## config.mk

```make
export PLATFORM = sky130hd
export DESIGN_NAME = fifo_handoff_mutex_core
export DESIGN_NICKNAME = d
export VERILOG_FILES = /design/src/hw/rtl/fhm_pkg.sv /design/src/hw/rtl/fhm_ctrl.sv /design/src/hw/rtl/fhm_dp.sv /design/src/hw/rtl/fifo_handoff_mutex_core.sv
export SDC_FILE = /design/constraint.sdc
export NUM_CORES = 1
export LEC_CHECK = 0
export BUFFER_PORTS_ARGS = -buffer_cell sky130_fd_sc_hd__buf_2
export CORE_MARGIN = 3
export CORE_UTILIZATION = 38
export DETAILED_ROUTE_END_ITERATION = 16
export PLACE_DENSITY = 0.55
export SLEW_MARGIN = 10
export SYNTH_ARGS = -nofsm -noshare
export SYNTH_HDL_FRONTEND = slang
export SYNTH_SLANG_ARGS = --single-unit
export TNS_END_PERCENT = 30
```

## constraint.sdc

```tcl
create_clock -name clk -period 6 [get_ports clk]
set_input_delay 0.6 -clock clk [delete_from_list [all_inputs] [get_ports clk]]
set_output_delay 0.6 -clock clk [all_outputs]
set_load 0.005 [all_outputs]
```

## src/hw/rtl/fhm_pkg.sv

```systemverilog
package fhm_pkg;

    // Fixed field widths of the request and result ports
    localparam int ID_W        = 4;
    localparam int STATUS_W    = 3;
    localparam int COUNT_OUT_W = 5;

    // Default wait queue depth
    localparam int QUEUE_DEPTH_DEF = 16;

    // Operation codes carried on func
    localparam logic FUNC_LOCK   = 1'b0;
    localparam logic FUNC_UNLOCK = 1'b1;

    typedef enum logic [STATUS_W-1:0] {
        ST_GRANTED   = 3'd0,
        ST_QUEUED    = 3'd1,
        ST_RELEASED  = 3'd2,
        ST_HANDOFF   = 3'd3,
        ST_FULL      = 3'd4,
        ST_NOT_OWNER = 3'd5,
        ST_ALREADY   = 3'd6
    } fhm_status_t;

    // Commands from the controller to the datapath
    typedef struct packed {
        logic latch;   // capture the incoming request
        logic commit;  // execute the captured request and load the result
    } fhm_cmd_t;

endpackage

```

## src/hw/rtl/fhm_ctrl.sv

```systemverilog
module fhm_ctrl
(
    input  logic             clk,
    input  logic             rst_n,
    input  logic             in_valid,
    output logic             in_stall,
    output logic             out_valid,
    input  logic             out_stall,
    output fhm_pkg::fhm_cmd_t cmd
);

    typedef enum logic {
        S_IDLE,
        S_EXEC
    } state_t;

    state_t state_reg;
    state_t state_next;
    logic   out_valid_reg;
    logic   out_valid_next;

    always_comb
    begin
        cmd.latch  = (state_reg == S_IDLE) && in_valid;
        cmd.commit = (state_reg == S_EXEC) && (!out_valid_reg || !out_stall);
    end

    always_comb
    begin
        state_next     = state_reg;
        out_valid_next = out_valid_reg;
        if (out_valid_reg && !out_stall)
        begin
            out_valid_next = 1'b0;
        end
        case (state_reg)
            S_IDLE:
            begin
                if (in_valid)
                begin
                    state_next = S_EXEC;
                end
            end
            S_EXEC:
            begin
                if (cmd.commit)
                begin
                    state_next     = S_IDLE;
                    out_valid_next = 1'b1;
                end
            end
            default:
            begin
                state_next = S_IDLE;
            end
        endcase
    end

    always_ff @(posedge clk or negedge rst_n)
    begin
        if (!rst_n)
        begin
            state_reg     <= S_IDLE;
            out_valid_reg <= 1'b0;
        end
        else
        begin
            state_reg     <= state_next;
            out_valid_reg <= out_valid_next;
        end
    end

    assign in_stall  = (state_reg != S_IDLE);
    assign out_valid = out_valid_reg;

    a_commit_sets_valid: assert property (@(posedge clk) disable iff (!rst_n)
        cmd.commit |=> out_valid)
        else $error("result not presented after commit");

    a_no_commit_over_stalled: assert property (@(posedge clk) disable iff (!rst_n)
        (out_valid && out_stall) |-> !cmd.commit)
        else $error("commit over a stalled result");

    a_valid_rise_from_commit: assert property (@(posedge clk) disable iff (!rst_n)
        $rose(out_valid) |-> $past(cmd.commit))
        else $error("result valid without a commit");

endmodule

```

## src/hw/rtl/fhm_dp.sv

```systemverilog
module fhm_dp
#(
    parameter int QUEUE_DEPTH = fhm_pkg::QUEUE_DEPTH_DEF
)
(
    input  logic                             clk,
    input  logic                             rst_n,
    input  fhm_pkg::fhm_cmd_t                cmd,
    input  logic                             func,
    input  logic [fhm_pkg::ID_W-1:0]         requester,
    output logic [fhm_pkg::STATUS_W-1:0]     status,
    output logic [fhm_pkg::ID_W-1:0]         owner,
    output logic                             held,
    output logic                             waiters_flag,
    output logic [fhm_pkg::COUNT_OUT_W-1:0]  waiter_count
);

    localparam int PTR_W = (QUEUE_DEPTH > 1) ? $clog2(QUEUE_DEPTH) : 1;
    localparam int CNT_W = $clog2(QUEUE_DEPTH + 1);
    localparam logic [PTR_W-1:0] PTR_LAST = PTR_W'(QUEUE_DEPTH - 1);
    localparam logic [CNT_W-1:0] CNT_FULL = CNT_W'(QUEUE_DEPTH);

    logic [fhm_pkg::ID_W-1:0] wait_mem [QUEUE_DEPTH];

    logic                     func_reg;
    logic [fhm_pkg::ID_W-1:0] req_reg;
    logic [fhm_pkg::ID_W-1:0] head_data_reg;

    logic [fhm_pkg::ID_W-1:0] owner_reg;
    logic [fhm_pkg::ID_W-1:0] owner_next;
    logic                     held_reg;
    logic                     held_next;
    logic [PTR_W-1:0]         head_reg;
    logic [PTR_W-1:0]         head_next;
    logic [PTR_W-1:0]         tail_reg;
    logic [PTR_W-1:0]         tail_next;
    logic [CNT_W-1:0]         count_reg;
    logic [CNT_W-1:0]         count_next;
    fhm_pkg::fhm_status_t     status_reg;
    fhm_pkg::fhm_status_t     status_next;
    logic                     push;

    always_comb
    begin
        owner_next  = owner_reg;
        held_next   = held_reg;
        head_next   = head_reg;
        tail_next   = tail_reg;
        count_next  = count_reg;
        status_next = fhm_pkg::ST_NOT_OWNER;
        push        = 1'b0;
        if (func_reg == fhm_pkg::FUNC_LOCK)
        begin
            if (!held_reg)
            begin
                owner_next  = req_reg;
                held_next   = 1'b1;
                status_next = fhm_pkg::ST_GRANTED;
            end
            else if (owner_reg == req_reg)
            begin
                status_next = fhm_pkg::ST_ALREADY;
            end
            else if (count_reg >= CNT_FULL)
            begin
                status_next = fhm_pkg::ST_FULL;
            end
            else
            begin
                push        = 1'b1;
                tail_next   = (tail_reg == PTR_LAST) ? '0 : tail_reg + 1'b1;
                count_next  = count_reg + 1'b1;
                status_next = fhm_pkg::ST_QUEUED;
            end
        end
        else
        begin
            if (!held_reg || owner_reg != req_reg)
            begin
                status_next = fhm_pkg::ST_NOT_OWNER;
            end
            else if (count_reg == '0)
            begin
                owner_next  = '0;
                held_next   = 1'b0;
                status_next = fhm_pkg::ST_RELEASED;
            end
            else
            begin
                // hand ownership straight to the queue head
                owner_next  = head_data_reg;
                head_next   = (head_reg == PTR_LAST) ? '0 : head_reg + 1'b1;
                count_next  = count_reg - 1'b1;
                status_next = fhm_pkg::ST_HANDOFF;
            end
        end
    end

    // Prefetch the head entry; it is settled by the time a captured request commits
    always_ff @(posedge clk)
    begin
        head_data_reg <= wait_mem[head_reg];
        if (cmd.commit && push)
        begin
            wait_mem[tail_reg] <= req_reg;
        end
    end

    always_ff @(posedge clk)
    begin
        if (cmd.latch)
        begin
            func_reg <= func;
            req_reg  <= requester;
        end
        if (cmd.commit)
        begin
            status_reg <= status_next;
        end
    end

    always_ff @(posedge clk or negedge rst_n)
    begin
        if (!rst_n)
        begin
            owner_reg <= '0;
            held_reg  <= 1'b0;
            head_reg  <= '0;
            tail_reg  <= '0;
            count_reg <= '0;
        end
        else if (cmd.commit)
        begin
            owner_reg <= owner_next;
            held_reg  <= held_next;
            head_reg  <= head_next;
            tail_reg  <= tail_next;
            count_reg <= count_next;
        end
    end

    assign status       = status_reg;
    assign owner        = owner_reg;
    assign held         = held_reg;
    assign waiters_flag = (count_reg != '0);
    assign waiter_count = fhm_pkg::COUNT_OUT_W'(count_reg);

    a_count_bound: assert property (@(posedge clk) disable iff (!rst_n)
        count_reg <= CNT_FULL)
        else $error("wait queue count beyond depth");

    a_free_owner_zero: assert property (@(posedge clk) disable iff (!rst_n)
        !held_reg |-> (owner_reg == '0 && count_reg == '0))
        else $error("free lock with owner or waiters");

    a_handoff_keeps_held: assert property (@(posedge clk) disable iff (!rst_n)
        (cmd.commit && status_next == fhm_pkg::ST_HANDOFF) |=>
            (held_reg && count_reg == $past(count_reg) - 1'b1))
        else $error("handoff did not keep the lock held");

endmodule

```

## src/hw/rtl/fifo_handoff_mutex_core.sv

```systemverilog
// Lock unit with FIFO wait queue and direct handoff to the oldest waiter.
// A new request is taken only in the idle state, after the last has committed;
// the idle state lets the single read port of the wait queue prefetch the head
// entry after each update. Commit waits while a previous result is stalled.
// Reset (rst_n, asynchronous, active low) frees the lock and empties the queue;
// queue storage itself is not cleared, since only written entries are used.
module fifo_handoff_mutex_core
#(
    parameter int QUEUE_DEPTH = fhm_pkg::QUEUE_DEPTH_DEF
)
(
    input  logic                             clk,
    input  logic                             rst_n,
    // request channel
    input  logic                             in_valid,
    output logic                             in_stall,
    input  logic                             func,
    input  logic [fhm_pkg::ID_W-1:0]         requester,
    // result channel
    output logic                             out_valid,
    input  logic                             out_stall,
    output logic [fhm_pkg::STATUS_W-1:0]     status,
    output logic [fhm_pkg::ID_W-1:0]         owner,
    output logic                             held,
    output logic                             waiters_flag,
    output logic [fhm_pkg::COUNT_OUT_W-1:0]  waiter_count
);

    // Commands: latch captures a request, commit executes it atomically and
    // loads the result register. Commit waits while a previous result is
    // still stalled, so owner and queue state always match the shown result.
    fhm_pkg::fhm_cmd_t cmd;

    // Controller: request acceptance, commit timing, result valid
    fhm_ctrl u_ctrl
    (
        .clk       (clk),
        .rst_n     (rst_n),
        .in_valid  (in_valid),
        .in_stall  (in_stall),
        .out_valid (out_valid),
        .out_stall (out_stall),
        .cmd       (cmd)
    );

    // Datapath: owner register, queue pointers and count, wait queue storage
    fhm_dp #(
        .QUEUE_DEPTH (QUEUE_DEPTH)
    ) u_dp
    (
        .clk          (clk),
        .rst_n        (rst_n),
        .cmd          (cmd),
        .func         (func),
        .requester    (requester),
        .status       (status),
        .owner        (owner),
        .held         (held),
        .waiters_flag (waiters_flag),
        .waiter_count (waiter_count)
    );

endmodule

```

==> run metrics, run 1 <==
status completed; final worst path period need 2.94 ns; EDFF count, synth 72; crit path kind flop to flop; Storage cell area 2740 um^2; Clk pin slew, worst setup/hold paths 0.10 ns; count of final max-slew check failures 0; vias in the first global route 2,091; placed instance area 4350 um^2; I/O Pins 25; setup violators final 0; worst path required time 6.04 ns; final setup TNS 0 ns; antenna cells 0; Worst Tran Pin Value 0.879 ns; largest net degree at the start of global routing 21; Total GRT Usage 13.6%; core area 10,400 um^2; Vias/cell 4.99; IO Port Bufs 24; fraction of power consumed by combinational cells 26.8%; Switching Fraction 30.4%; clock skew 0.0136 ns; Worst setup SP type flop; CTS Hold Bufs 0; Leak 1.63 nW; effective utilization at floorplan 39.4%; library cells used by synthesis 44; Final Cell Area 4560 um^2; Reg power frac 50.2%; GPL Wtd Cong 0.779; 1st-pass router iterations 4; via count 2,025; initial antenna violation count 0; CTS buffer count 9; nets 283; Synth Warn # 0; hold crit path type input port to async pin; most common cell after layout, fill and taps aside edfxtp_1; synthesized net count 256; drt initial violations 121; WP data arrival 2.98 ns; multi-input combinational cell area 1280 um^2; Async SR Flop Fraction 20.8%; slew margin rel. 41.4%; syn avg cell area 17.2 um^2; Die Span X 110 um; NetSw 571 uW; power density cells 412 nW/um^2; Gate Count Post-Synth 238; largest reg by FF count u_dp.wait_mem; post-DP HPWL 5.11 mm; Clock power frac 23.1%; most frequent cells in the layout 72 x edfxtp_1, 24 x buf_2, 20 x mux4_2, 20 x dfrtp_1, 15 x and2_1; busiest grt layer met2; post-cts sizing count 0; FILL cells 930; area delta synth->final 11.6%; met2 Use GR 20.9%; Synth Register Bits 96; Synth Cell Area 4090 um^2; Wirelength per Cell 18.4 um; first-pass GRT wire length 11.9 mm; Max-Cap Viols 0; kind of end point of the critical path flop; Post-DRT Antenna Nets 0; Skew-Pair Late Insertion Delay 0.35 ns; # H-tree levels 3; drt drc 0; period utilization 49.0%; unrepaired setup endpoints after global routing no; Max Clk Rate 0.340 GHz; Synth Flop Type edfxtp_1; CTS Sinks 96; CTS max path bufs 2; TritonCTS clock tree done; # rows 37; die height 110 um; Crit Path Max Fanout 18; die area 12,000 um^2; met3 Use GR 2.17%; Max VDD drop 175 uV; fraction of final layout cells sized beyond drive strength 1 28.1%; register area share after synthesis 67.1%; GRT overflow 0; setup repair bufs after CTS 0; DRT Wirelength 7.48 mm; max reg flops 64; Int Pwr 1.31 mW; met1 usage 19.6%; Root Driver clkbuf_8; Final Hold Viols 0
[cell usage after synthesis (all sizes together), types with 2 or more instances]
library cell | number | area (um^2)
xor2 | 4 | 35.0
nor3b | 2 | 26.3
and3b | 2 | 17.5
xnor2 | 6 | 52.6
nand3 | 6 | 30.0
dfrtp | 20 | 500
nor2 | 6 | 32.5
mux2 | 8 | 97.6
a21o | 3 | 22.5
o2bb2ai | 4 | 35.0
dfxtp | 4 | 80.1
and2 | 16 | 101
ha | 8 | 100
clkbuf | 6 | 22.5
mux4 | 20 | 450
and3 | 2 | 13.8
nand2 | 13 | 48.8
edfxtp | 72 | 2160
o21ai | 6 | 30.0
a32o | 2 | 20.0
buf | 4 | 18.8
a21oi | 3 | 15.0
inv | 7 | 26.3
nor2b | 2 | 12.5
[final cells by class]
cell class	count	area share, %
Clock buffer	12	3.43
Clock inverter	4	1.18
Inverter	7	0.576
Multi-Input combinational cell	125	28.0
Sequential cell	96	60.1
Tap cell	136	3.73
Timing Repair Buffer	26	2.96
[power groups by stage]
stage | sequential, mW | clock, mW | combinational [mW]
detailed placement | 0.960 | 0 | 0.512
CTS | 0.946 | 0.446 | 0.516
global placement | 0.960 | 0 | 0.513
finish | 0.943 | 0.434 | 0.503
floorplan | 0.917 | 0 | 0.379
global route | 0.961 | 0.472 | 0.566
[through the flow]
stage	hold slack, ns	setup WS, ns	power, mW	util [%]	cells
after global placement	0.505	3.05	1.47	42.0	390
after detailed placement	0.516	3.00	1.47	42.0	390
after CTS	0.205	3.01	1.91	44.0	406
after global routing	0.222	2.81	2.00	44.0	406
after floorplan	0.304	3.77	1.30	-	238
final	0.200	3.06	1.88	44.0	406
[layer usage]
layer,share of wire (%),vias up
met4,1.4,0
met3,1.9,9
met5,0,-
met2,48,24
li1,-,963
met1,49,1029
[kinds of logic (layout without fill, tap and decap cells)]
| family | Yosys count | in the layout | synth area share, % |
|---|---|---|---|
| flops | 96 | 96 | 67.1 |
| mux | 29 | 29 | 13.7 |
| buf+inv | 17 | 49 | 1.65 |
| compound gates | 22 | 22 | 3.80 |
| xor+xnor | 10 | 10 | 2.14 |
| fa+ha+maj | 9 | 9 | 2.94 |
| simple gates | 55 | 55 | 8.72 |
[path summary, 6_finish.rpt]
kind,start,endpoint,slack (ns),cells after the start
min in group clk,requester[1],u_dp.req_reg[1]$_DFFE_PP_,0.42,1
hold / removal,rst_n,u_dp.waiter_count[4]$_DFFE_PN0P_,0.20,1
setup reg to reg,u_dp.req_reg[0]$_DFFE_PP_,u_dp.wait_mem[1][0]$_DFFE_PP_,3.06,5
hold reg to reg,u_ctrl.in_stall$_DFF_PN0_,u_ctrl.out_valid$_DFF_PN0_,0.54,1
setup / recovery,u_dp.req_reg[0]$_DFFE_PP_,u_dp.wait_mem[1][0]$_DFFE_PP_,3.06,5
max in group asynchronous,rst_n,u_dp.head_reg[0]$_DFFE_PN0P_,5.46,1
[critical path, cell delays in order (launching register included)]
cell	delay, ns
edfxtp_1	0.81
xor2_1	0.30
nor4_4	0.10
nor4b_4	0.68
nor3b_1	0.45
and2_1	0.29
Note: power is estimated with default switching activity, not from simulation.
==> run 2: changes to the inputs <==
Settings changed: PLACE_DENSITY 0.55 to 0.57.
Clock period 6 ns to 2.55 ns, I/O delays scaled along.
==> run 2 against run 1 <==
Critical path depth unchanged. Cell area up 1.2%. Clock-buffer cell count down 2. Hold slack worse by 0.12 ns. Routed wire length up 8.5%. Die area unchanged. Clock power up 130%. Via count up 6.2%. Critical path type unchanged. Largest power group unchanged.
==> run metrics, run 2 (synthesis results as in run 1) <==
largest reg by FF count u_dp.wait_mem; final setup TNS 0 ns (unchanged); 1st-pass router iterations 4 (unchanged); Post-DRT Antenna Nets 0 (unchanged); drt initial violations 91 (-25%); worst setup margin 0.345 ns (-2.71 ns); Clk pin slew, worst setup/hold paths 0.09 ns (about the same); Vias/cell 5.18 (+3.9%); Leak 1.68 nW (+2.9%); fraction of final layout cells sized beyond drive strength 1 30.5% (+2.3 points); crit path kind flop to flop; clock skew 0.00853 ns (-0.00511 ns); most common cell after layout, fill and taps aside edfxtp_1; post-DP HPWL 5.74 mm (+12%); DRT Wirelength 8.11 mm (+8.5%); Final Hold Viols 0 (unchanged); max reg flops 64 (unchanged); setup violators final 0 (unchanged); Cell Chain, Critical Path xor2_1 -> nor4_4 -> nor3b_4 -> nor2_4 -> mux2_4; CTS max path bufs 2 (unchanged); kind of end point of the critical path flop; # rows 37 (unchanged); Final Cell Area 4620 um^2 (+1.2%); placed instance area 4410 um^2 (+1.4%); Max-Cap Viols 0 (unchanged); TritonCTS clock tree done; Max Clk Rate 0.453 GHz (+33%); die height 110 um (unchanged); initial antenna violation count 0 (unchanged); status completed; GPL Wtd Cong 0.708 (-9.1%); Crit Path Max Fanout 7 (-11); Wirelength per Cell 19.5 um (+6.2%); power density cells 963 nW/um^2 (+130%); drt drc 0 (unchanged); Worst Tran Pin Value 0.531 ns (-0.349 ns); delay-heaviest family, CP simple AND/OR/NAND/NOR gates; WP data arrival 2.45 ns (-0.53 ns); WP buf/inv 0 (unchanged); first-pass GRT wire length 12.8 mm (+7.7%); dpl ws 0.319 ns (-2.68 ns); Max VDD drop 352 uV (+100%); nets 292 (+3.2%); largest net degree at the start of global routing 21 (unchanged); Util after Layout 44.5% (+0.52 points); via count 2,151 (+6.2%); die area 12,000 um^2 (unchanged); CTS buffer count 9 (unchanged); # H-tree levels 3 (unchanged); vias in the first global route 2,171 (+3.8%); core area 10,400 um^2 (unchanged); IO Port Bufs 24 (unchanged); Die Span X 110 um (unchanged); hold crit path type input port to flop; Total GRT Usage 14.9% (+1.3 points); effective utilization at floorplan 39.4% (unchanged); count of final max-slew check failures 0 (unchanged); Skew-Pair Late Insertion Delay 0.35 ns (about the same); Worst setup SP type flop; slew margin rel. 64.6% (+23 points); antenna cells 0 (unchanged); unrepaired setup endpoints after global routing no; GRT overflow 0 (unchanged); area delta synth->final 12.9%; post-cts sizing count 0 (unchanged); Root Driver clkbuf_8; worst path required time 2.80 ns (-3.24 ns); most frequent cells in the layout 72 x edfxtp_1, 24 x buf_2, 20 x mux4_2, 20 x dfrtp_1, 15 x and2_1; final worst path period need 2.21 ns (-0.736 ns); slowest CP cell nor3b_4; period utilization 86.5% (+37 points); Worst path max stage delay 0.55 ns (-0.26 ns); CTS Sinks 96 (unchanged); I/O Pins 25 (unchanged)
## run 2: final cells by class
class | instances | area (um^2)
multi-input cells | 125 | 1280
repair buffers | 35 | 205
inverters | 7 | 26.3
clock buffers | 10 | 128
well taps | 136 | 170
flip-flops and latches | 96 | 2740
fillers | 949 | 5750
clock inverters | 6 | 66.3
## run 2: path summary, 6_finish.rpt
kind	from	end	slack, ns	depth (start not counted)
min in group asynchronous	rst_n	u_dp.head_reg[3]$_DFFE_PN0P_	0.40	2
max in group asynchronous	rst_n	u_dp.owner[1]$_DFFE_PN0P_	1.79	2
worst min register to register	u_ctrl.in_stall$_DFF_PN0_	u_ctrl.out_valid$_DFF_PN0_	0.53	1
worst max register to register	u_dp.req_reg[3]$_DFFE_PP_	u_dp.waiter_count[2]$_DFFE_PN0P_	0.34	5
worst min-delay path	func	u_dp.func_reg$_DFFE_PP_	0.08	1
worst max-delay path	u_dp.req_reg[3]$_DFFE_PP_	u_dp.waiter_count[2]$_DFFE_PN0P_	0.34	5
## run 2: where the power goes
| group | switching (mW) | leakage [nW] | total (mW) | internal [mW] |
|---|---|---|---|---|
| clock | 0.524 | 0.101 | 0.984 | 0.460 |
| combinational | 0.667 | 0.650 | 1.32 | 0.650 |
| sequential | 0.195 | 0.927 | 2.14 | 1.95 |
| total | 1.39 | 1.68 | 4.45 | 3.06 |
## run 2: stage by stage
step	std cells	power, mW	hold slack [ns]
6_report	415	4.45	0.0817
5_1_grt	415	4.72	0.0516
4_1_cts	415	4.51	0.0601
3_5_place_dp	398	3.53	0.262
3_3_place_gp	398	3.52	0.261
2_1_floorplan	238	3.05	-0.0406
## run 2: what timing repair did
action | CTS | global route
hold endpoints to repair | 20 | 0
hold buffers | 1 | 0
buffers inserted | 0 | 0
## run 2: routing by layer
layer  share of wire [%]  vias up  track usage, %  wire length [um]
met2                  47       49            21.6              3780
met3                 4.0        8            3.35               327
met4                 1.3        0            6.23               108
met1                  48     1114            21.7              3900
li1                    -      980               -                 -
met5                   0        -               0                 0
==> run 3: changes to the inputs <==
Settings changed: CTS_BUF_LIST set to sky130_fd_sc_hd__clkbuf_8, PLACE_DENSITY 0.57 to 0.55.
Clock period 2.55 ns to 2.8 ns, I/O delays scaled along.
==> run 3 against run 2 <==
Cell area grew 0.73%. Hold slack gained 0.023 ns. Die area is the same. Sequential power shrank 9%. Sequential share of layout area shrank 0.43 points. Clock skew shrank 0.0011 ns. Sequential cell count is the same. Global-route usage shrank 0.19 points. Non-clock buffer count shrank 1. Fmax shrank 4.2%. Routed wire length shrank 1.7%. Via count shrank 2.0%. Highest routed layer unchanged.
==> run metrics, run 3 (synthesis results as in run 1) <==
NetSw 1.24 mW (-11%); effective utilization at floorplan 39.4% (unchanged); met1 usage 22.2% (+0.43 points); most common cell after layout, fill and taps aside edfxtp_1; drt drc 0 (unchanged); GPL Wtd Cong 0.761 (+7.5%); via count 2,107 (-2.0%); area delta synth->final 13.7%; Max-Cap Viols 0 (unchanged); FILL cells 931 (-1.9%); nets 291 (-0.34%); setup violators final 0 (unchanged); clock skew 0.00742 ns (-0.00111 ns); Skew-Pair Late Insertion Delay 0.36 ns (about the same); post-cts sizing count 0 (unchanged); I/O Pins 25 (unchanged); unrepaired setup endpoints after global routing no; largest net degree at the start of global routing 21 (unchanged); fraction of final layout cells sized beyond drive strength 1 29.9% (-0.61 points); Clk pin slew, worst setup/hold paths 0.09 ns (about the same); Vias/cell 5.09 (-1.8%); GRT overflow 0 (unchanged); R2R setup slack 0.50 ns (+0.15 ns); Worst setup SP type flop; core area 10,400 um^2 (unchanged); crit path kind flop to flop; # rows 37 (unchanged); CTS Sinks 96 (unchanged); final setup TNS 0 ns (unchanged); status completed; 1st-pass router iterations 4 (unchanged); IO Port Bufs 24 (unchanged); Final Cell Area 4650 um^2 (+0.73%); die area 12,000 um^2 (unchanged); fraction of power consumed by combinational cells 28.3% (-1.3 points); slew margin rel. 63.4% (-1.1 points); busiest grt layer met1; post-DP HPWL 5.58 mm (-2.9%); met3 Use GR 3.05% (-0.29 points); largest reg by FF count u_dp.wait_mem; Die Span X 110 um (unchanged); multi-input combinational cell area 1280 um^2 (unchanged); max reg flops 64 (unchanged); antenna cells 0 (unchanged); Clock power frac 25.2% (+3.1 points); WP data arrival 2.36 ns (-0.09 ns); final worst path period need 2.30 ns (+0.0959 ns); Crit Path Max Fanout 8 (+1); met2 Use GR 20.6% (-0.96 points); kind of end point of the critical path flop; Switching Fraction 29.6% (-1.6 points); die height 110 um (unchanged); Int Pwr 2.95 mW (-3.6%); most frequent cells in the layout 72 x edfxtp_1, 24 x buf_2, 20 x mux4_2, 20 x dfrtp_1, 15 x and2_1; DRT Wirelength 7.98 mm (-1.7%); first-pass GRT wire length 12.5 mm (-2.4%); initial antenna violation count 0 (unchanged); Wirelength per Cell 19.3 um (-1.4%); CTS max path bufs 2 (unchanged); Leak 1.69 nW (+0.93%); hold crit path type input port to flop; count of final max-slew check failures 0 (unchanged); Storage cell area 2740 um^2 (unchanged); Final Hold Viols 0 (unchanged); # H-tree levels 3 (unchanged); Total GRT Usage 14.7% (-0.19 points); Reg power frac 46.5% (-1.7 points); Worst Tran Pin Value 0.547 ns (+0.0167 ns); power density cells 901 nW/um^2 (-6.5%); drt initial violations 198 (+120%); Root Driver clkbuf_8; worst path required time 2.86 ns (+0.06 ns); Post-DRT Antenna Nets 0 (unchanged); Max VDD drop 346 uV (-1.7%); period utilization 82.2% (-4.3 points); Max Clk Rate 0.435 GHz (-4.2%); TritonCTS clock tree done; vias in the first global route 2,136 (-1.6%); placed instance area 4400 um^2 (-0.17%); CTS buffer count 9 (unchanged)
==> run 3: cell types whose count changed in the layout (fill, tap and decap cells not counted) <==
| cell | before | now |
|---|---|---|
| clkinv_2 | 2 | 1 |
| bufinv_16 | 1 | 3 |
| clkinv_1 | 0 | 1 |
| buf_4 | 10 | 9 |
| inv_1 | 7 | 8 |
| clkbuf_1 | 1 | 0 |
| inv_6 | 2 | 0 |
==> run 3: timing repair <==
action | in CTS | in global routing
hold buffers | 1 | 0
endpoints found under the setup margin | 0 | 0
endpoints found under the hold margin | 20 | 0
setup buffers | 0 | 0
==> run 3: per-stage QoR <==
| step | utilization (%) | power (mW) | hold WS (ns) | std cells | setup slack, ns |
|---|---|---|---|---|---|
| after floorplan | - | 2.78 | -0.0156 | 238 | 0.621 |
| after global placement | 42.5 | 3.17 | 0.283 | 397 | 0.569 |
| after detailed placement | 42.5 | 3.19 | 0.290 | 397 | 0.498 |
| after CTS | 44.8 | 4.24 | 0.0849 | 414 | 0.487 |
| after global routing | 44.8 | 4.44 | 0.0919 | 414 | 0.406 |
| final | 44.8 | 4.19 | 0.105 | 414 | 0.499 |
==> run 3: worst paths after layout <==
| kind | from | end | cells past startpoint |
|---|---|---|---|
| max | u_dp.req_reg[2]$_DFFE_PP_ | u_dp.wait_mem[1][2]$_DFFE_PP_ | 5 |
| min | func | u_dp.func_reg$_DFFE_PP_ | 1 |
| max reg2reg | u_dp.req_reg[2]$_DFFE_PP_ | u_dp.wait_mem[1][2]$_DFFE_PP_ | 5 |
| min reg2reg | u_ctrl.in_stall$_DFF_PN0_ | u_ctrl.out_valid$_DFF_PN0_ | 1 |
| max in group asynchronous | rst_n | u_dp.waiter_count[3]$_DFFE_PN0P_ | 2 |
| min in group asynchronous | rst_n | u_dp.head_reg[2]$_DFFE_PN0P_ | 2 |
==> run 3: power by group through the flow <==
stage | registers, mW | logic [mW] | clock network (mW)
after floorplan | 1.96 | 0.813 | 0
after global placement | 1.97 | 1.20 | 0
after detailed placement | 1.98 | 1.21 | 0
after CTS | 1.95 | 1.21 | 1.08
after global routing | 1.98 | 1.32 | 1.14
final | 1.95 | 1.19 | 1.05
==> run 3: layer usage <==
layer	share of wire [%]	routed length [um]
met3	3.5	280
met4	2.3	182
met5	0	0
met2	44	3530
met1	50	3990
==> run 3: final cells by class <==
type | instances | area share, %
clock buffers | 9 | 2.66
clock inverters | 7 | 2.40
inverters | 7 | 0.565
multi-input cells | 125 | 27.5
flip-flops and latches | 96 | 59.0
well taps | 136 | 3.66
repair buffers | 34 | 4.25
==> run 3: worst max-delay path: stages (launching register included) <==
cell      delay (ns)
edfxtp_1        0.43
xor2_1          0.26
nor4_4          0.12
nor4b_4         0.49
nor3b_1         0.40
and2_1          0.30
